$ cat config.mk
export PLATFORM = sky130hd
export DESIGN_NAME = rg32_cmd_fifo
export DESIGN_NICKNAME = d
export VERILOG_FILES = /design/src/radiogatun32_hash_defines.svh /design/src/rg32_pkg.sv /design/src/rg32_cmd_fifo.sv
export SDC_FILE = /design/constraint.sdc
export NUM_CORES = 1
export LEC_CHECK = 0
export ABC_CLOCK_PERIOD_IN_PS = 1700
export BUFFER_PORTS_ARGS = -buffer_cell sky130_fd_sc_hd__buf_2
export CAP_MARGIN = 10
export CELL_PAD_IN_SITES_DETAIL_PLACEMENT = 1
export CELL_PAD_IN_SITES_GLOBAL_PLACEMENT = 1
export CORE_ASPECT_RATIO = 1.5
export CORE_MARGIN = 2
export CORE_UTILIZATION = 45
export DETAILED_ROUTE_END_ITERATION = 16
export PLACE_DENSITY = 0.77
export SETUP_SLACK_MARGIN = 0.05
export SYNTH_ARGS = -nofsm -noshare
export SYNTH_HDL_FRONTEND = slang
export SYNTH_SLANG_ARGS = --single-unit
$ cat constraint.sdc
create_clock -name clk -period 1.7 [get_ports clk]
set_input_delay 0.255 -clock clk [delete_from_list [all_inputs] [get_ports clk]]
set_output_delay 0.255 -clock clk [all_outputs]
set_load 0.005 [all_outputs]
$ cat src/radiogatun32_hash_defines.svh
// assertion macros used by the radiogatun32 round core
`ifndef RADIOGATUN32_HASH_DEFINES_SVH
`define RADIOGATUN32_HASH_DEFINES_SVH

// same-cycle implication, checked outside reset
`define RG_ASSERT_IMP(lbl, ante, cons) \
  lbl: assert property (@(posedge clk) disable iff (rst) (ante) |-> (cons)) \
    else $error("rg32 same-cycle check failed");

// next-cycle implication, checked outside reset
`define RG_ASSERT_NXT(lbl, ante, cons) \
  lbl: assert property (@(posedge clk) disable iff (rst) (ante) |=> (cons)) \
    else $error("rg32 next-cycle check failed");

`endif

$ cat src/rg32_pkg.sv
// types, constants and round function of the radiogatun32 hash
`default_nettype none

package rg32_pkg;

  localparam int MillLen     = 19;
  localparam int BeltRow     = 13;
  localparam int BeltLen     = 39;
  localparam int BlankRounds = 17;
  localparam int OutRounds   = 4;
  localparam int CmdDepth    = 4;
  localparam int CmdPtrW     = $clog2(CmdDepth);

  localparam logic [1:0] LastWordInBlock = 2'd2;

  typedef logic [MillLen-1:0][31:0] mill_t;
  typedef logic [BeltLen-1:0][31:0] belt_t;

  typedef struct packed {
    mill_t mill;
    belt_t belt;
  } rg_state_t;

  // one word for the core: a block word, or the padded final word
  typedef struct packed {
    logic        is_end;
    logic [1:0]  k;
    logic [31:0] word;
  } cmd_t;

  function automatic rg_state_t rg_inject(rg_state_t s, logic [1:0] k, logic [31:0] w);
    rg_state_t o;
    o = s;
    case (k)
      2'd0: begin
        o.belt[0]       = s.belt[0] ^ w;
        o.mill[16]      = s.mill[16] ^ w;
      end
      2'd1: begin
        o.belt[BeltRow] = s.belt[BeltRow] ^ w;
        o.mill[17]      = s.mill[17] ^ w;
      end
      default: begin
        o.belt[2*BeltRow] = s.belt[2*BeltRow] ^ w;
        o.mill[18]        = s.mill[18] ^ w;
      end
    endcase
    return o;
  endfunction

  // one belt-mill round
  function automatic rg_state_t rg_round(rg_state_t s);
    mill_t       m;
    belt_t       b;
    belt_t       bo;
    mill_t       g;
    mill_t       mo;
    logic [31:0] x;
    logic [63:0] xx;
    logic [31:0] last;
    rg_state_t   o;
    m = s.mill;
    b = s.belt;
    // mill to belt feedforward
    for (int i = 0; i < 12; i++) begin
      b[i + (i % 3) * BeltRow] = b[i + (i % 3) * BeltRow] ^ m[i + 1];
    end
    // gamma and pi, rotation amounts are triangular numbers mod 32
    for (int i = 0; i < MillLen; i++) begin
      x = m[(i * 7) % MillLen] ^
          (m[(i * 7 + 1) % MillLen] | ~m[(i * 7 + 2) % MillLen]);
      xx = {x, x} >> ((i * (i + 1) / 2) % 32);
      g[i] = xx[31:0];
    end
    // theta
    for (int i = 0; i < MillLen; i++) begin
      mo[i] = g[i] ^ g[(i + 1) % MillLen] ^ g[(i + 4) % MillLen];
    end
    mo[0] = mo[0] ^ 32'd1;
    // belt rotation and belt to mill
    for (int row = 0; row < 3; row++) begin
      last = b[row * BeltRow + BeltRow - 1];
      for (int i = 1; i < BeltRow; i++) begin
        bo[row * BeltRow + i] = b[row * BeltRow + i - 1];
      end
      bo[row * BeltRow] = last;
      mo[13 + row] = mo[13 + row] ^ last;
    end
    o.mill = mo;
    o.belt = bo;
    return o;
  endfunction

endpackage

`default_nettype wire

$ cat src/rg32_cmd_fifo.sv
// short command queue between the byte packer and the round core
`default_nettype none

module rg32_cmd_fifo
  import rg32_pkg::*;
(
  input  wire logic clk,
  input  wire logic rst,
  input  wire logic push,
  input  wire cmd_t push_cmd,
  output      logic full,
  input  wire logic pop,
  output      cmd_t pop_cmd,
  output      logic empty
);

  cmd_t               mem [CmdDepth];
  logic [CmdPtrW-1:0] wr_ptr;
  logic [CmdPtrW-1:0] rd_ptr;
  logic [CmdPtrW:0]   count;

  assign full    = (count == CmdPtrW'(0) + (CmdPtrW+1)'(CmdDepth));
  assign empty   = (count == '0);
  assign pop_cmd = mem[rd_ptr];

  always_ff @(posedge clk) begin
    if (push) begin
      mem[wr_ptr] <= push_cmd;
    end
  end

  always_ff @(posedge clk) begin
    if (rst) begin
      wr_ptr <= '0;
      rd_ptr <= '0;
      count  <= '0;
    end else begin
      if (push) begin
        wr_ptr <= wr_ptr + 1'b1;
      end
      if (pop) begin
        rd_ptr <= rd_ptr + 1'b1;
      end
      case ({push, pop})
        2'b10:   count <= count + 1'b1;
        2'b01:   count <= count - 1'b1;
        default: count <= count;
      endcase
    end
  end

endmodule

`default_nettype wire

==> results.txt, run 1 <==
* Count of pins over their slew limit: 0
* Number of maximum-capacitance constraint violations: 0
* Iteration count of the initial detailed-routing pass: 4
- Pre-CTS WS: -0.0302 ns
- DRC violation total after the first TritonRoute iteration: 109
- Derived from the worst setup path, the maximum achievable clock frequency is 510 MHz.
* Routed wire per std cell: 20.2 um
- Floorplan Core Area: 0.0120 sq mm
- Syn Area/Cell: 24.1 sq um
- The HPWL after detailed placement is 6310 um.
- CTS saw 149 sinks.
- Counting flops with a built-in enable in the synthesized netlist gives 140.
* Vias in the first global route: 2897
* Clock network latency to the later pin of the worst-skew pair: 0.42 ns
* Post-CTS Hold Buffers: 0
- Req. time, crit path: 1.44 ns
- The filler cells instantiated in the layout total 1092.
- The worst register-to-register path ends at count[2]$_SDFFE_PP0P_.
- 76 I/O pins were placed.
- Summing internal, switching and leakage power gives 9150 uW.
- Post-Route WL: 10100 um
- The worst hold path belongs to the class in2reg.
- The worst setup path is launched from a flop.
- The number of different library cells used by synthesis comes to 23.
- The worst setup path is captured at an output port.
* Worst hold slack across all endpoints: 0.0441 ns
* H-Tree Depth: 4
- Remaining global-route overflow: 0
* Count of final setup violators: 35
* Die Footprint: 0.0132 sq mm
- Simple-gate portion of the synthesized area: 1.38%
* Via count: 2523
- The flow ran to the end, but the final reports show violations.
- In the final layout, the share of cells above drive strength 1 is 47.7%.
- Once placement finished, the instance area stood at 0.00618 sq mm.
- Once the floorplan was initialized, standard cells occupied 46.1% of the core.
* Final worst-path cycle share: 115%
- Summing the sequential cell areas from Yosys gives 79.2% of the chip area.
- Cell chosen for the clock root: clkbuf_16
* Yosys Warn Count: 0
* End point of the critical path: pop_cmd[13]
- Hold Vio Cnt, Final: 0
* Arrival time at the worst endpoint: 1.70 ns
* Maximum vdd drop: 845 uV
- Of all flip-flops after synthesis, the portion carrying an async set or reset was 0%.
- In the final timing run, aggregate negative setup slack is -7.79 ns.
* Reg2reg path depth: 5
- Slew of the pin with the lowest slew margin: 0.317 ns
- Routability congestion estimate: 0.666
- The area growth from synthesis to layout is 24.5%.
- In the global route stage, overall resource usage came out at 17.0%.
* Quantity of I/O buffers inserted on ports: 75
- Summing the areas of all fa, ha and maj instances in the mapped netlist gives 1.49% of the synthesized area.
- Power spread over the standard cell area amounts to 1330 mW/mm^2.
- Synth top area share: 75.9%
- Type of the worst setup path: reg2out
- The cell area that synthesis handed to floorplanning was 0.00554 sq mm.
- Die span in y: 140 um
- Clk pin slew, worst setup/hold paths: 0.06 ns
* Net count after synthesis: 275
- Sorting the synthesized cells by how often they occur yields edfxtp_1 (140), mux4_2 (30), dfxtp_1 (9).
- In the synthesized netlist the dominant register cell turns out to be edfxtp_1.
* Most common cell in the synthesized netlist: edfxtp_1
- TritonCTS built the clock tree.
* Final worst clock skew: 0.00542 ns
- Number of rows in the core area: 49
- Largest area contributor in the synthesized netlist: edfxtp_1
- Critical path peak fanout: 9
* Crit path setup slack, layout: -0.259 ns
* Time the final worst path needs with I/O delays and setup: 1.96 ns
- Compound-Gate Fraction of Synth Area: 0.271%
- The first global-routing pass estimated 15900 um of wire.
- Unrepaired setup endpoints after global routing: true
- Final #Nets: 376
* Remaining antenna violation count: 0
- After synthesis, the largest family of logic cells by area is multiplexers.
* Total CTS buffers: 17
- Of the post-synthesis cell area, the part taken by muxes is 14.8%.
- Headroom to the max-slew limit came out at 78.9%.
- The finished cells cover 0.00689 sq mm.
- The setup check on the worst reg-to-reg path leaves a slack of 0.19 ns.
* Static leakage power: 0.00240 uW
* Number of antenna violations at the first check in global routing: 1
* Number of remaining DRC errors: 0
* Die width: 94.6 um
- The checks that failed: setup timing.
- By area the synthesized netlist is led by edfxtp_1 (76%), mux4_2 (12%), dfxtp_1 (3.3%).
* Via-per-instance ratio: 5.07
* Number of instances in the synthesized netlist: 230
- Summing the areas of all xor and xnor instances in the mapped netlist gives 0.791% of the synthesized area.
- Largest net degree at the start of global routing: 19
- Synthesis inferred 149 register bits.
- Startpoint of the worst-slack reg-to-reg timing path: count[1]$_SDFFE_PP0P_
* Clk buf depth: 2
## how the worst min path moves through the flow
stage / from / end / slack [ns] / cells after the start
final: push_cmd[2] / mem[1][2]$_DFFE_PP_ / 0.04 / 1
after global routing: push_cmd[30] / mem[3][30]$_DFFE_PP_ / 0.03 / 1
after CTS: push_cmd[2] / mem[1][2]$_DFFE_PP_ / 0.03 / 1
after detailed placement: push_cmd[2] / mem[1][2]$_DFFE_PP_ / 0.47 / 1
after global placement: push_cmd[32] / mem[2][32]$_DFFE_PP_ / 0.47 / 1
after floorplan: push_cmd[0] / mem[0][0]$_DFFE_PP_ / 0.35 / 0
## power breakdown
part	leakage (uW)	internal, uW	switching (uW)
Clock	0.000313	2620	1450
Sequential	0.00136	4210	62.9
Combinational	0.000730	427	376
Total	0.00240	7260	1890
## area by class of cell
type	count	area [sq um]	area share [%]
diodes	1	2.50	0.0363
clock buffers	18	429	6.23
clock inverters	14	225	3.27
inverters	6	22.5	0.327
multi-input cells	66	1020	14.8
flip-flops and latches	149	4390	63.7
well taps	153	191	2.78
repair buffers	91	611	8.86
## flip-flops by register name, summed over array words and instances, names as in the netlist, named ones only
name    count
mem       140
count       3
wr_ptr      2
rd_ptr      2
## per-stage QoR
step,util (%),cells
after floorplan,-,230
after global placement,51.4,464
after detailed placement,51.4,464
after CTS,57.1,497
after global routing,57.4,498
final,57.4,498
## logic make-up after synthesis
family	Yosys count
AO/OA/AOI/OAI	3
XOR/XNOR	5
adder cells (fa/ha/maj)	6
buffers and inverters	15
flip-flops	149
multiplexers	36
AND/OR/NAND/NOR	16
## per-layer routing
metal  routed length, um  up-vias  GRT usage [%]
met5                   0        -              0
met4                 213        0           7.78
met3                 445       16           6.06
met2                5490       64           27.6
met1                3910     1290           20.2
li1                    -     1153              -
## critical path: stages, from the launching register on
cell	delay, ns
dfxtp_4	0.44
buf_12	0.17
mux4_2	0.53
buf_2	0.15
## timing repair
item                       4_1_cts  5_1_grt
gates resized for setup         12        5
pin swaps                        0        0
buffers inserted                 0        0
setup endpoints to repair       35       36
cloned                           1        0
## placed cells by master (no fill, tap or decap), types with 4 or more instances in the layout
cell       Yosys  routed
buf_6          1       4
nor2_1         8       8
and2_2         0       4
dfxtp_1        9       6
buf_2          3      71
edfxtp_1     140     140
clkbuf_16      0      17
bufinv_16      0       5
inv_1          6       6
buf_4          0       9
mux4_2        30      35
buf_12         3       5
ha_1           5       5
Power figures use the tool's default switching activity.
==> run 2, diff against run 1 <==
Settings changed: CORE_MARGIN 2 to 4, RECOVER_POWER from default to 100.
==> results.txt, run 2 (same netlist as run 1, synthesis figures left out) <==
- The number of max-slew violations in the final report was 0 (unchanged).
- The total congestion overflow was 0 (unchanged).
* Floorplan Core Area: 0.0120 sq mm (unchanged)
- Setup repair after global routing could not meet its margin everywhere.
- In this run the most critical hold path is launched from push_cmd[17].
- Req. time, crit path: 1.44 ns (about the same)
- The power after layout came to 8390 uW (-8.3%).
* Failing checks: setup timing
* Core utilization of the finished layout: 55.5% (-1.9 points)
- The relative slew slack came to 71.6% (-7.3 points).
- Outcome: complete, but fails checks
- Worst hold slack across all endpoints: 0.103 ns (+0.0586 ns)
- In this run the critical register-to-register path is launched from wr_ptr[0]$_SDFFE_PP0P_.
- Clk pin slew, worst setup/hold paths: 0.06 ns (about the same)
- The library cells used most frequently in the layout, excluding fill and tap cells, are edfxtp_1 (140), clkbuf_1 (38), buf_2 (36).
- The routed via count was 2556 (+1.3%).
* Routed wire per std cell: 19.8 um (-1.9%)
* Hold Vio Cnt, Final: 0 (unchanged)
- Crit path setup slack, layout: -0.197 ns (+0.0618 ns)
- The worst-case vdd ir drop came to 1030 uV (+22%).
* Post-synthesis to final-layout area growth: 20.4%
- Largest net degree at the start of global routing: 26 (+7)
- TritonCTS clock tree: yes
* Number of diodes added for antenna fixing: 0 (-1)
* Final worst-path cycle share: 112% (-3.6 points)
- Number of antenna violations at the first check in global routing: 0 (-1)
- The final instance count without filler cells is 496 (-0.40%).
* Final #Nets: 375 (-0.27%)
- Remaining antenna violation count: 0 (unchanged)
* Share of post-route cells with drive strength above 1: 36.4% (-11 points)
* Clock sink count: 149 (unchanged)
- PwrDens: 1260 mW/mm^2 (-5.1%)
* CP startpoint kind: flop
- Via-per-instance ratio: 5.15 (+1.7%)
- The total area of multi-input combinational cells is 0.00102 sq mm (-0.12%).
* Cell chosen for the clock root: clkbuf_16
* Time the final worst path needs with I/O delays and setup: 1.90 ns (-0.0618 ns)
* Quantity of I/O buffers inserted on ports: 75 (unchanged)
- The vertical die dimension came to 144 um (+2.9%).
- The count of filler cells inserted in the layout was 1094 (+0.18%).
- Number of maximum-capacitance constraint violations: 0 (unchanged)
* H-Tree Depth: 4 (unchanged)
* Critical path peak fanout: 14 (+5)
* Die width: 98.6 um (+4.2%)
- Total CTS buffers: 17 (unchanged)
- Die Footprint: 0.0142 sq mm (+7.2%)
* Final worst clock skew: 0.0104 ns (+0.00498 ns)
- The worst setup path is of the reg2out kind.
* Worst min-delay path class: in2reg
- The leakage power figure was 0.00222 uW (-7.7%).
* Number of rows in the core area: 49 (unchanged)
* Effective utilization at floorplan: 46.1% (unchanged)
- The largest registers in the layout are mem (140), count (3).
* Storage cell area: 0.00439 sq mm (unchanged)
- Iteration count of the initial detailed-routing pass: 4 (unchanged)
* Kind of capture point of the worst setup path: output port
* Global-route wire length before repair: 15900 um (about the same)
- The number of DRC violations after detailed-routing iteration 0 is 129 (+18%).
- The setup-violating endpoint count in the final report came to 35 (unchanged).
* Clock network latency to the later pin of the worst-skew pair: 0.40 ns (-0.02 ns)
- The post-route DRC violation count came to 0 (unchanged).
* Routability congestion estimate: 0.706 (+6.0%)
- HPWL reported at the end of detailed placement: 6580 um (+4.2%)
* Clk buf depth: 2 (unchanged)
- The total placed cells including tap cells came to 464 (unchanged).
- Top-level port count: 76 (unchanged)
- Total global-route track usage: 15.1% (-1.9 points)
* Largest register by flop count: mem
- The number of global-route vias before repair is 2939 (+1.4%).
* Slew of the pin with the lowest slew margin: 0.426 ns (+0.109 ns)
- Arrival time at the worst endpoint: 1.64 ns (-0.06 ns)
* Commonest non-fill, non-tap cell in the layout: edfxtp_1
* Maximum clock frequency: 527 MHz (+3.3%)
- Post-Route WL: 9840 um (-2.2%)
- Number of flip-flops in the largest register: 140 (unchanged)
==> run 2: cell types whose count changed in the layout (fill, tap and decap cells not counted), moves of 3 or more <==
cell	before	now
buf_4	9	3
buf_2	71	36
clkbuf_1	1	38
bufinv_16	5	0
clkbuf_4	0	4
clkbuf_2	0	3
==> run 2: worst max-delay path: stages, from the launching register on <==
cell and delay, ns:
dfxtp_4 0.39, buf_12 0.18, mux4_2 0.53, buf_2 0.15
==> run 2: layer usage <==
metal | routed length [um] | vias up | GRT usage [%]
li1 | - | 1149 | -
met1 | 3760 | 1345 | 17.1
met2 | 5500 | 54 | 27.0
met3 | 455 | 8 | 4.91
met4 | 121 | 0 | 4.89
met5 | 0 | - | 0
==> run 2: final cells by class <==
class	instances	share of cell area [%]
timing repair buffer	90	7.38
clock inverter	14	1.78
tap	153	2.87
sequential	149	65.9
clock buffer	18	6.44
inverter	6	0.338
multi-input combinational	66	15.3
==> run 2: path summary, 6_finish.rpt <==
check,end,slack (ns),depth (start not counted)
max reg2reg,mem[3][30]$_DFFE_PP_,0.06,3
max,pop_cmd[32],-0.20,3
min reg2reg,count[0]$_SDFFE_PP0P_,0.52,2
min,mem[0][17]$_DFFE_PP_,0.10,1
==> run 2: power by group <==
group          leakage, uW  internal (uW)  switching (uW)  total (uW)
clock network     0.000258           1900            1460        3360
registers          0.00136           4210            56.4        4260
logic             0.000600            387             377         763
total              0.00222           6500            1890        8390
==> run 2: metrics by stage <==
step,setup TNS (ns),setup WS (ns),instance area (sq um)
detailed placement,-0.0403,-0.0403,6230
global placement,0,0.0418,6230
CTS,-7.06,-0.239,6760
floorplan,0,0.196,5540
global route,-8.68,-0.266,6660
finish,-5.64,-0.197,6660
==> run 2: what timing repair did <==
item	in CTS	in global routing
setup buffers	0	0
cloned	0	0
hold buffers	0	0
resized for setup	6	4
setup endpoints to repair	35	36
