$ cat config.mk
export PLATFORM = sky130hd
export DESIGN_NAME = rg32_front
export DESIGN_NICKNAME = d
export VERILOG_FILES = /design/src/radiogatun32_hash_defines.svh /design/src/rg32_pkg.sv /design/src/rg32_front.sv
export SDC_FILE = /design/constraint.sdc
export NUM_CORES = 1
export LEC_CHECK = 0
export BUFFER_PORTS_ARGS = -buffer_cell sky130_fd_sc_hd__buf_2
export CAP_MARGIN = 20
export CORE_ASPECT_RATIO = 1.25
export CORE_MARGIN = 4
export CORE_UTILIZATION = 30
export CTS_CLUSTER_DIAMETER = 150
export CTS_CLUSTER_SIZE = 10
export DETAILED_ROUTE_END_ITERATION = 10
export PLACE_DENSITY_LB_ADDON = 0.08
export SLEW_MARGIN = 20
export SYNTH_ARGS = -nofsm -noshare
export SYNTH_HDL_FRONTEND = slang
export SYNTH_SLANG_ARGS = --single-unit
$ cat constraint.sdc
create_clock -name clk -period 1.72 [get_ports clk]
set_input_delay 0.344 -clock clk [delete_from_list [all_inputs] [get_ports clk]]
set_output_delay 0.344 -clock clk [all_outputs]
set_load 0.02 [all_outputs]
$ cat src/radiogatun32_hash_defines.svh
// assertion macros used by the radiogatun32 round core
`ifndef RADIOGATUN32_HASH_DEFINES_SVH
`define RADIOGATUN32_HASH_DEFINES_SVH

// same-cycle implication, checked outside reset
`define RG_ASSERT_IMP(lbl, ante, cons) \
  lbl: assert property (@(posedge clk) disable iff (rst) (ante) |-> (cons)) \
    else $error("rg32 same-cycle check failed");

// next-cycle implication, checked outside reset
`define RG_ASSERT_NXT(lbl, ante, cons) \
  lbl: assert property (@(posedge clk) disable iff (rst) (ante) |=> (cons)) \
    else $error("rg32 next-cycle check failed");

`endif

$ cat src/rg32_pkg.sv
// types, constants and round function of the radiogatun32 hash
`default_nettype none

package rg32_pkg;

  localparam int MillLen     = 19;
  localparam int BeltRow     = 13;
  localparam int BeltLen     = 39;
  localparam int BlankRounds = 17;
  localparam int OutRounds   = 4;
  localparam int CmdDepth    = 4;
  localparam int CmdPtrW     = $clog2(CmdDepth);

  localparam logic [1:0] LastWordInBlock = 2'd2;

  typedef logic [MillLen-1:0][31:0] mill_t;
  typedef logic [BeltLen-1:0][31:0] belt_t;

  typedef struct packed {
    mill_t mill;
    belt_t belt;
  } rg_state_t;

  // one word for the core: a block word, or the padded final word
  typedef struct packed {
    logic        is_end;
    logic [1:0]  k;
    logic [31:0] word;
  } cmd_t;

  function automatic rg_state_t rg_inject(rg_state_t s, logic [1:0] k, logic [31:0] w);
    rg_state_t o;
    o = s;
    case (k)
      2'd0: begin
        o.belt[0]       = s.belt[0] ^ w;
        o.mill[16]      = s.mill[16] ^ w;
      end
      2'd1: begin
        o.belt[BeltRow] = s.belt[BeltRow] ^ w;
        o.mill[17]      = s.mill[17] ^ w;
      end
      default: begin
        o.belt[2*BeltRow] = s.belt[2*BeltRow] ^ w;
        o.mill[18]        = s.mill[18] ^ w;
      end
    endcase
    return o;
  endfunction

  // one belt-mill round
  function automatic rg_state_t rg_round(rg_state_t s);
    mill_t       m;
    belt_t       b;
    belt_t       bo;
    mill_t       g;
    mill_t       mo;
    logic [31:0] x;
    logic [63:0] xx;
    logic [31:0] last;
    rg_state_t   o;
    m = s.mill;
    b = s.belt;
    // mill to belt feedforward
    for (int i = 0; i < 12; i++) begin
      b[i + (i % 3) * BeltRow] = b[i + (i % 3) * BeltRow] ^ m[i + 1];
    end
    // gamma and pi, rotation amounts are triangular numbers mod 32
    for (int i = 0; i < MillLen; i++) begin
      x = m[(i * 7) % MillLen] ^
          (m[(i * 7 + 1) % MillLen] | ~m[(i * 7 + 2) % MillLen]);
      xx = {x, x} >> ((i * (i + 1) / 2) % 32);
      g[i] = xx[31:0];
    end
    // theta
    for (int i = 0; i < MillLen; i++) begin
      mo[i] = g[i] ^ g[(i + 1) % MillLen] ^ g[(i + 4) % MillLen];
    end
    mo[0] = mo[0] ^ 32'd1;
    // belt rotation and belt to mill
    for (int row = 0; row < 3; row++) begin
      last = b[row * BeltRow + BeltRow - 1];
      for (int i = 1; i < BeltRow; i++) begin
        bo[row * BeltRow + i] = b[row * BeltRow + i - 1];
      end
      bo[row * BeltRow] = last;
      mo[13 + row] = mo[13 + row] ^ last;
    end
    o.mill = mo;
    o.belt = bo;
    return o;
  endfunction

endpackage

`default_nettype wire

$ cat src/rg32_front.sv
// byte packer: turns message bytes into block words and end commands
`default_nettype none

module rg32_front
  import rg32_pkg::*;
(
  input  wire logic       clk,
  input  wire logic       rst,
  input  wire logic       in_valid,
  output      logic       in_ready,
  input  wire logic [7:0] in_byte,
  input  wire logic       in_end,
  output      logic       push,
  output      cmd_t       push_cmd,
  input  wire logic       full
);

  logic [31:0] word_accum;
  logic [1:0]  byte_pos;
  logic [1:0]  word_in_block;
  logic        accept;
  logic [4:0]  shamt;

  assign in_ready = !full;
  assign accept   = in_valid && in_ready;
  assign shamt    = {byte_pos, 3'b000};
  assign push     = accept && (in_end || (byte_pos == 2'd3));

  always_comb begin
    push_cmd.is_end = in_end;
    push_cmd.k      = word_in_block;
    if (in_end) begin
      push_cmd.word = word_accum | (32'd1 << shamt);
    end else begin
      push_cmd.word = word_accum | ({24'd0, in_byte} << shamt);
    end
  end

  always_ff @(posedge clk) begin
    if (rst) begin
      word_accum    <= '0;
      byte_pos      <= '0;
      word_in_block <= '0;
    end else if (accept) begin
      if (in_end) begin
        word_accum    <= '0;
        byte_pos      <= '0;
        word_in_block <= '0;
      end else if (byte_pos == 2'd3) begin
        word_accum    <= '0;
        byte_pos      <= '0;
        word_in_block <= (word_in_block == LastWordInBlock) ? 2'd0 : word_in_block + 2'd1;
      end else begin
        word_accum <= push_cmd.word;
        byte_pos   <= byte_pos + 2'd1;
      end
    end
  end

endmodule

`default_nettype wire

==> impl_metrics.py, run 1 <==
metrics = {
    "run_status": {
        "run_status": "finished, final reports clean",
    },
    "clock_tree": {
        "total_number_of_h_tree_levels": 2,
        "clk_pin_slew_ns": 0.07,
        "insertion_delay_ns": 0.28,
        "cts_buf_count": 5,
        "tritoncts": "built",
        "cts_root_buffer": "sky130_fd_sc_hd__clkbuf_8",
        "tritoncts_sink_count": 36,
        "ctsHoldBuffers": 0,
        "cts_max_path_buffers": 2,
    },
    "logic_synthesis": {
        "yosysWarningCount": 0,
        "synthesis.instances": 179,
        "synth-main-ff-cell": "sky130_fd_sc_hd__dfxtp_1",
        "synthesis.nets": 193,
        "mappedNetlistArea_um2": 1610,
        "syn-mean-instance-area_um2": 8.98,
        "synth_enable_flop_cells": 0,
        "ys_seq_elements": 36,
        "sequential_share_of_the_synthesized_area_pct": 44.9,
        "async_flop_share_pct": 0,
        "synth.distinct_cells": 30,
    },
    "timing": {
        "timing.slew.headroom_pct": 68.4,
        "fmax_mhz": 584,
        "unrepaired_setup_endpoints_after_global_routing": "true",
        "max_slew.worst_pin.slew_ns": 0.473,
        "fin_crit_ns": 1.71,
        "setup_viol": 0,
        "drv_slew": 0,
        "finalHoldViolations": 0,
        "setup-tns-final_ns": 0,
        "finalCritPeriodShare_pct": 99.6,
        "worst_clock_skew_ns": 0.00300,
        "hold_ws_ns": 0.269,
    },
    "detailed_routing": {
        "drtPass1Iterations": 4,
        "wirelength_um": 4390,
        "route.vias.total": 1558,
        "avgRoutedWirePerCell_um": 14.7,
        "drt_iter0_drc": 87,
        "ant_nets": 0,
        "drc": 0,
        "route.detailed.vias_per_inst": 5.21,
    },
    "floorplan": {
        "io_pins": 50,
        "die_width_um": 73.5,
        "rows": 29,
        "coreArea_um2": 5120,
        "die_y_um": 89.8,
        "starting_density_of_the_core_pct": 31.4,
        "die_area_um2": 6600,
    },
    "grt": {
        "grt_max_degree": 34,
        "grt_first_pass_wirelength_um": 7060,
        "groute.usage.overall_pct": 13.3,
        "number_of_antenna_violations_at_the_first_check_in_global_routing": 0,
        "first_global_vias": 1482,
        "global_route.overflow_total": 0,
    },
    "critical_path": {
        "worstPathMaxFanout": 6,
        "timing.critical_path.from_type": "flip-flop",
        "worstPathArrival_ns": 1.37,
        "worst-r2r-cell-count": 5,
        "endpoint_kind": "primary output",
        "reg2reg_from": "byte_pos[0]$_SDFFE_PP0P_",
        "r2r_end": "word_accum[8]$_SDFFE_PP0P_",
        "r2r_setup_slack_ns": 0.39,
        "timing.critical_path.required_ns": 1.38,
        "critPathKind": "reg -> out",
    },
    "layout": {
        "final_core_utilization_pct": 45.7,
        "drive_gt1_share_pct": 40.1,
        "layout.filler_cells": 489,
        "area_growth_syn_to_layout_pct": 45.4,
        "n_antenna_cell": 0,
        "layoutNonFillerInstCount": 299,
        "final_nets": 250,
    },
    "pwr": {
        "ir_drop_mv": 0.340,
        "leakagePower_nw": 1.19,
        "power_density_nw_per_um2": 771,
    },
    "worst_hold_path": {
        "hold_path_class": "in -> reg",
        "holdCritStartpoint": "rst",
        "hold-path-cell-count": 2,
        "hold_path_end": "byte_pos[1]$_SDFFE_PP0P_",
    },
    "place": {
        "io_buffer_count": 49,
        "detailedPlacementHpwl_um": 3020,
        "gp_routability_congestion": 0.733,
        "dpl.cell_count": 280,
    },
    "run": {
        "cap_violations": 0,
    },
}
==> cell usage after synthesis, drive strengths merged (2+ instances only) <==
| cell | n | area share (%) |
|---|---|---|
| a31o | 4 | 2.2 |
| buf | 16 | 6.2 |
| inv | 3 | 0.70 |
| a21oi | 3 | 0.93 |
| o21ai | 2 | 0.62 |
| clkbuf | 4 | 1.1 |
| a21o | 28 | 13 |
| nor2 | 36 | 8.4 |
| dfxtp | 36 | 45 |
| a31oi | 28 | 11 |
| nor3b | 7 | 4.7 |
==> sequential cells by signal (all words and copies together), names as in the netlist <==
signal and flops:
byte_pos 2, word_in_block 2, word_accum 32
==> repair_timing <==
action	CTS	global route
endpoints found under the setup margin	31	29
gates resized for setup	10	47
buffers inserted	3	5
cloned	0	3
pin swaps	0	19
==> layout make-up <==
type | instances | area, um2 | area share (%)
multi-input cells | 120 | 793 | 34.0
clock buffers | 6 | 72.6 | 3.11
inverters | 3 | 11.3 | 0.482
repair buffers | 70 | 618 | 26.5
clock inverters | 2 | 35.0 | 1.50
flip-flops and latches | 36 | 728 | 31.2
well taps | 62 | 77.6 | 3.32
==> worst max-delay path, stage by stage, from the launching register on <==
cell,delay [ns]
sky130_fd_sc_hd__dfxtp_4,0.37
sky130_fd_sc_hd__and3b_2,0.25
sky130_fd_sc_hd__buf_6,0.14
sky130_fd_sc_hd__a21o_4,0.19
sky130_fd_sc_hd__buf_6,0.12
==> power breakdown <==
| part | switching, W | leakage, nW | internal (W) |
|---|---|---|---|
| clock | 0.000299 | 0.0552 | 0.000430 |
| combinational | 0.000136 | 0.838 | 0.0000888 |
| sequential | 0.00000673 | 0.292 | 0.000840 |
==> layout by cell type, fill, tap and decap left out <==
cell,netlist,layout
sky130_fd_sc_hd__nor2_1,36,35
sky130_fd_sc_hd__dfxtp_1,36,34
sky130_fd_sc_hd__a31oi_1,28,28
sky130_fd_sc_hd__buf_2,8,28
sky130_fd_sc_hd__a21o_1,24,24
sky130_fd_sc_hd__buf_6,1,24
sky130_fd_sc_hd__buf_4,3,13
sky130_fd_sc_hd__nor3b_1,5,5
sky130_fd_sc_hd__clkbuf_8,0,5
sky130_fd_sc_hd__a31o_2,4,4
sky130_fd_sc_hd__a21o_4,0,4
sky130_fd_sc_hd__inv_1,3,3
sky130_fd_sc_hd__a21oi_1,3,3
sky130_fd_sc_hd__buf_12,0,3
sky130_fd_sc_hd__nor3b_4,2,2
sky130_fd_sc_hd__o21ai_0,2,2
sky130_fd_sc_hd__dfxtp_4,0,2
sky130_fd_sc_hd__clkbuf_16,0,2
sky130_fd_sc_hd__nand2b_1,1,1
sky130_fd_sc_hd__nor2_4,0,1
sky130_fd_sc_hd__or2_2,1,1
sky130_fd_sc_hd__nor3_2,1,1
sky130_fd_sc_hd__and3b_2,0,1
sky130_fd_sc_hd__o21bai_2,1,1
sky130_fd_sc_hd__nor2b_2,0,1
sky130_fd_sc_hd__nand2_1,1,1
sky130_fd_sc_hd__nand3b_1,1,1
sky130_fd_sc_hd__nand4b_1,1,1
sky130_fd_sc_hd__mux2i_1,1,1
sky130_fd_sc_hd__nand3_1,1,1
sky130_fd_sc_hd__ha_1,1,1
sky130_fd_sc_hd__bufinv_16,0,1
sky130_fd_sc_hd__clkbuf_1,2,1
sky130_fd_sc_hd__clkinv_2,0,1
==> how the worst max path moves through the flow <==
stage / start / slack, ns / cells after the start / to
floorplan: byte_pos[1]$_SDFFE_PP0P_ / 0.22 / 3 / push_cmd[17]
global placement: in_end / 0.11 / 6 / push_cmd[18]
detailed placement: in_end / 0.09 / 6 / push_cmd[12]
CTS: byte_pos[0]$_SDFFE_PP0P_ / -0.003 / 4 / push_cmd[30]
global route: byte_pos[1]$_SDFFE_PP0P_ / -0.05 / 4 / push_cmd[30]
finish: byte_pos[1]$_SDFFE_PP0P_ / 0.007 / 4 / push_cmd[31]
==> through the flow <==
stage	worst slack [ns]	power (W)	instance area [um2]
after detailed placement	0.0904	0.00108	1930
after global placement	0.109	0.00107	1930
final	0.00725	0.00180	2340
after CTS	-0.00311	0.00181	2080
after global routing	-0.0488	0.00189	2340
after floorplan	0.217	0.00100	1610
==> metal layers <==
metal	routed length [um]	vias to the layer above	track usage, %	share of wire (%)
li1	-	748	-	-
met1	1770	754	15.2	40
met2	2290	51	22.7	52
met3	262	5	4.13	6.0
met4	58	0	4.98	1.3
met5	0	-	0	0
==> logic make-up (layout without fill, tap and decap cells) <==
logic type | count (synthesis) | in the layout | synth area share, %
adders and majority gates | 1 | 1 | 0.779
and+or+nand+nor | 52 | 52 | 17.0
buffers and inverters | 23 | 81 | 8.02
AOI/OAI and AO/OA | 66 | 66 | 28.7
muxes | 1 | 1 | 0.623
DFF | 36 | 36 | 44.9
Note: power is estimated with default switching activity, not from simulation.
==> run 2, diff against run 1 <==
--- a/config.mk
+++ b/config.mk
@@ -7,9 +7,11 @@
 export LEC_CHECK = 0
 export BUFFER_PORTS_ARGS = -buffer_cell sky130_fd_sc_hd__buf_2
 export CAP_MARGIN = 20
+export CELL_PAD_IN_SITES_DETAIL_PLACEMENT = 1
+export CELL_PAD_IN_SITES_GLOBAL_PLACEMENT = 2
 export CORE_ASPECT_RATIO = 1.25
 export CORE_MARGIN = 4
-export CORE_UTILIZATION = 30
+export CORE_UTILIZATION = 29
 export CTS_CLUSTER_DIAMETER = 150
 export CTS_CLUSTER_SIZE = 10
 export DETAILED_ROUTE_END_ITERATION = 10
==> run 2 against run 1 <==
  * The flow now finishes with violations (negative setup slack)
  * Global-route usage up 2.0 points
  * Flip-flop and latch count unchanged
  * Design area down 0.80%
  * Clock skew up 0.0019 ns
  * Sequential power about the same
  * Clock-buffer cell count unchanged
  * Critical path depth up 1
  * Setup slack worse by 0.044 ns
  * Wire length up 12%
  * Highest routed layer unchanged
==> impl_metrics.py, run 2 (synthesis results as in run 1) <==
metrics = {
    "clock_tree": {
        "cts_max_path_buffers": 2,
        "tritoncts_sink_count": 36,
        "tritoncts": "built",
        "cts_root_buffer": "sky130_fd_sc_hd__clkbuf_8",
        "insertion_delay_ns": 0.28,
        "clk_pin_slew_ns": 0.07,
        "cts_buf_count": 5,
        "total_number_of_h_tree_levels": 2,
        "ctsHoldBuffers": 0,
    },
    "timing": {
        "setup_viol": 21,
        "setup-tns-final_ns": -0.259,
        "finalCritPeriodShare_pct": 102,
        "drv_slew": 0,
        "unrepaired_setup_endpoints_after_global_routing": "true",
        "fmax_mhz": 569,
        "post-route-worst-setup-slack_ns": -0.0367,
        "fin_crit_ns": 1.76,
        "max_slew.worst_pin.slew_ns": 0.391,
        "timing.slew.headroom_pct": 73.9,
        "finalHoldViolations": 0,
        "worst_clock_skew_ns": 0.00487,
    },
    "pwr": {
        "power_density_nw_per_um2": 747,
        "ir_drop_mv": 0.316,
        "leakagePower_nw": 1.20,
    },
    "detailed_routing": {
        "drtPass1Iterations": 4,
        "route.detailed.vias_per_inst": 5.13,
        "ant_nets": 0,
        "avgRoutedWirePerCell_um": 16.0,
        "route.vias.total": 1564,
        "drt_iter0_drc": 84,
        "drc": 0,
        "wirelength_um": 4890,
    },
    "place": {
        "detailedPlacementHpwl_um": 3340,
        "io_buffer_count": 49,
        "gp_routability_congestion": 0.724,
    },
    "critical_path": {
        "critical-path-max-stage-delay_ns": 0.36,
        "worstPathArrival_ns": 1.41,
        "path_common_cell": "sky130_fd_sc_hd__buf_6",
        "critical_path.top_delay_family": "buffers and inverters",
        "timing.critical_path.from_type": "flip-flop",
        "timing.critical_path.required_ns": 1.38,
        "endpoint_kind": "primary output",
        "worst_path_max_delay_cell": "sky130_fd_sc_hd__dfxtp_4",
        "path_buf_inv": 3,
        "worstPathCellList": "buf_6 > nor3_4 > buf_6 > a21o_1 > buf_6",
        "worstPathMaxFanout": 7,
        "critPathKind": "reg -> out",
    },
    "grt": {
        "number_of_antenna_violations_at_the_first_check_in_global_routing": 0,
        "grt_first_pass_wirelength_um": 8160,
        "global_route.overflow_total": 0,
        "grt_max_degree": 25,
        "first_global_vias": 1661,
        "groute.usage.overall_pct": 15.4,
    },
    "floorplan": {
        "die_y_um": 91.2,
        "die_width_um": 74.6,
        "io_pins": 50,
        "rows": 30,
        "die_area_um2": 6800,
        "coreArea_um2": 5410,
        "starting_density_of_the_core_pct": 29.7,
    },
    "layout": {
        "largest_registers": "word_accum (32), byte_pos (2), word_in_block (2)",
        "largest_reg_flops": 32,
        "top_register": "word_accum",
        "layout.filler_cells": 636,
        "final-seq-area_um2": 728,
        "final_nets": 254,
        "layout_common_cells": "sky130_fd_sc_hd__nor2_1 (35), sky130_fd_sc_hd__dfxtp_1 (34), sky130_fd_sc_hd__buf_2 (29), sky130_fd_sc_hd__a31oi_1 (28), sky130_fd_sc_hd__buf_6 (26)",
        "most_common_cell_after_layout_fill_and_taps_aside": "sky130_fd_sc_hd__nor2_1",
        "area_growth_syn_to_layout_pct": 44.2,
        "n_antenna_cell": 0,
        "drive_gt1_share_pct": 42.3,
        "final_core_utilization_pct": 42.9,
        "multi_input_comb_area_um2": 787,
    },
    "run_status": {
        "run_status": "finished with violations",
        "failing_checks": "negative setup slack",
    },
    "worst_hold_path": {
        "hold_path_class": "in -> reg",
    },
    "run": {
        "cap_violations": 0,
    },
}
run 2: worst register-to-register path, cell delays in order, from the launching register on:
cell and delay, ns:
sky130_fd_sc_hd__dfxtp_4 0.38, sky130_fd_sc_hd__buf_6 0.13, sky130_fd_sc_hd__ha_4 0.17, sky130_fd_sc_hd__nor2_4 0.04, sky130_fd_sc_hd__buf_4 0.13, sky130_fd_sc_hd__o21bai_2 0.14, sky130_fd_sc_hd__buf_4 0.30, sky130_fd_sc_hd__nor2_1 0.09
run 2: metrics by stage:
step                      setup slack [ns]  std cells  hold slack (ns)  total power, W  cell area [um2]
after floorplan                      0.217        179            0.413         0.00100             1610
after global placement              0.0870        283            0.448         0.00107             1910
after detailed placement            0.0465        283            0.461         0.00108             1910
after CTS                          -0.0596        303            0.258         0.00176             2290
after global routing                -0.125        305            0.263         0.00182             2320
final                              -0.0367        305            0.270         0.00173             2320
run 2: final timing paths:
path	from	to	slack, ns	depth (start not counted)
min reg2reg	word_accum[13]$_SDFFE_PP0P_	word_accum[13]$_SDFFE_PP0P_	0.47	2
min	rst	byte_pos[1]$_SDFFE_PP0P_	0.27	2
max reg2reg	byte_pos[0]$_SDFFE_PP0P_	word_accum[2]$_SDFFE_PP0P_	0.22	7
max	byte_pos[1]$_SDFFE_PP0P_	push_cmd[2]	-0.04	5
run 2: what timing repair did:
item	CTS	global route
gates cloned	2	0
gates resized for setup	57	1
endpoints found under the setup margin	29	29
pin swaps	22	3
buffers inserted	10	2
run 2: report_power, final:
part	internal, W	switching (W)	total [W]	leakage [nW]
combinational	0.000114	0.000148	0.000262	0.853
clock	0.000320	0.000304	0.000623	0.0510
sequential	0.000840	0.00000646	0.000846	0.292
total	0.00127	0.000458	0.00173	1.20
run 2: area by class of cell:
type	instances	share of cell area [%]
Clock buffer	6	3.56
Clock inverter	2	0.432
Inverter	3	0.486
Multi-Input combinational cell	120	34.0
Sequential cell	36	31.4
Tap cell	64	3.46
Timing Repair Buffer	74	26.7
run 2: routing by layer:
metal | track usage (%) | part of all wire, % | wire length, um
met1 | 17.4 | 39 | 1910
met2 | 27.1 | 55 | 2670
met3 | 3.99 | 4.6 | 224
met4 | 5.04 | 1.8 | 89
met5 | 0 | 0 | 0
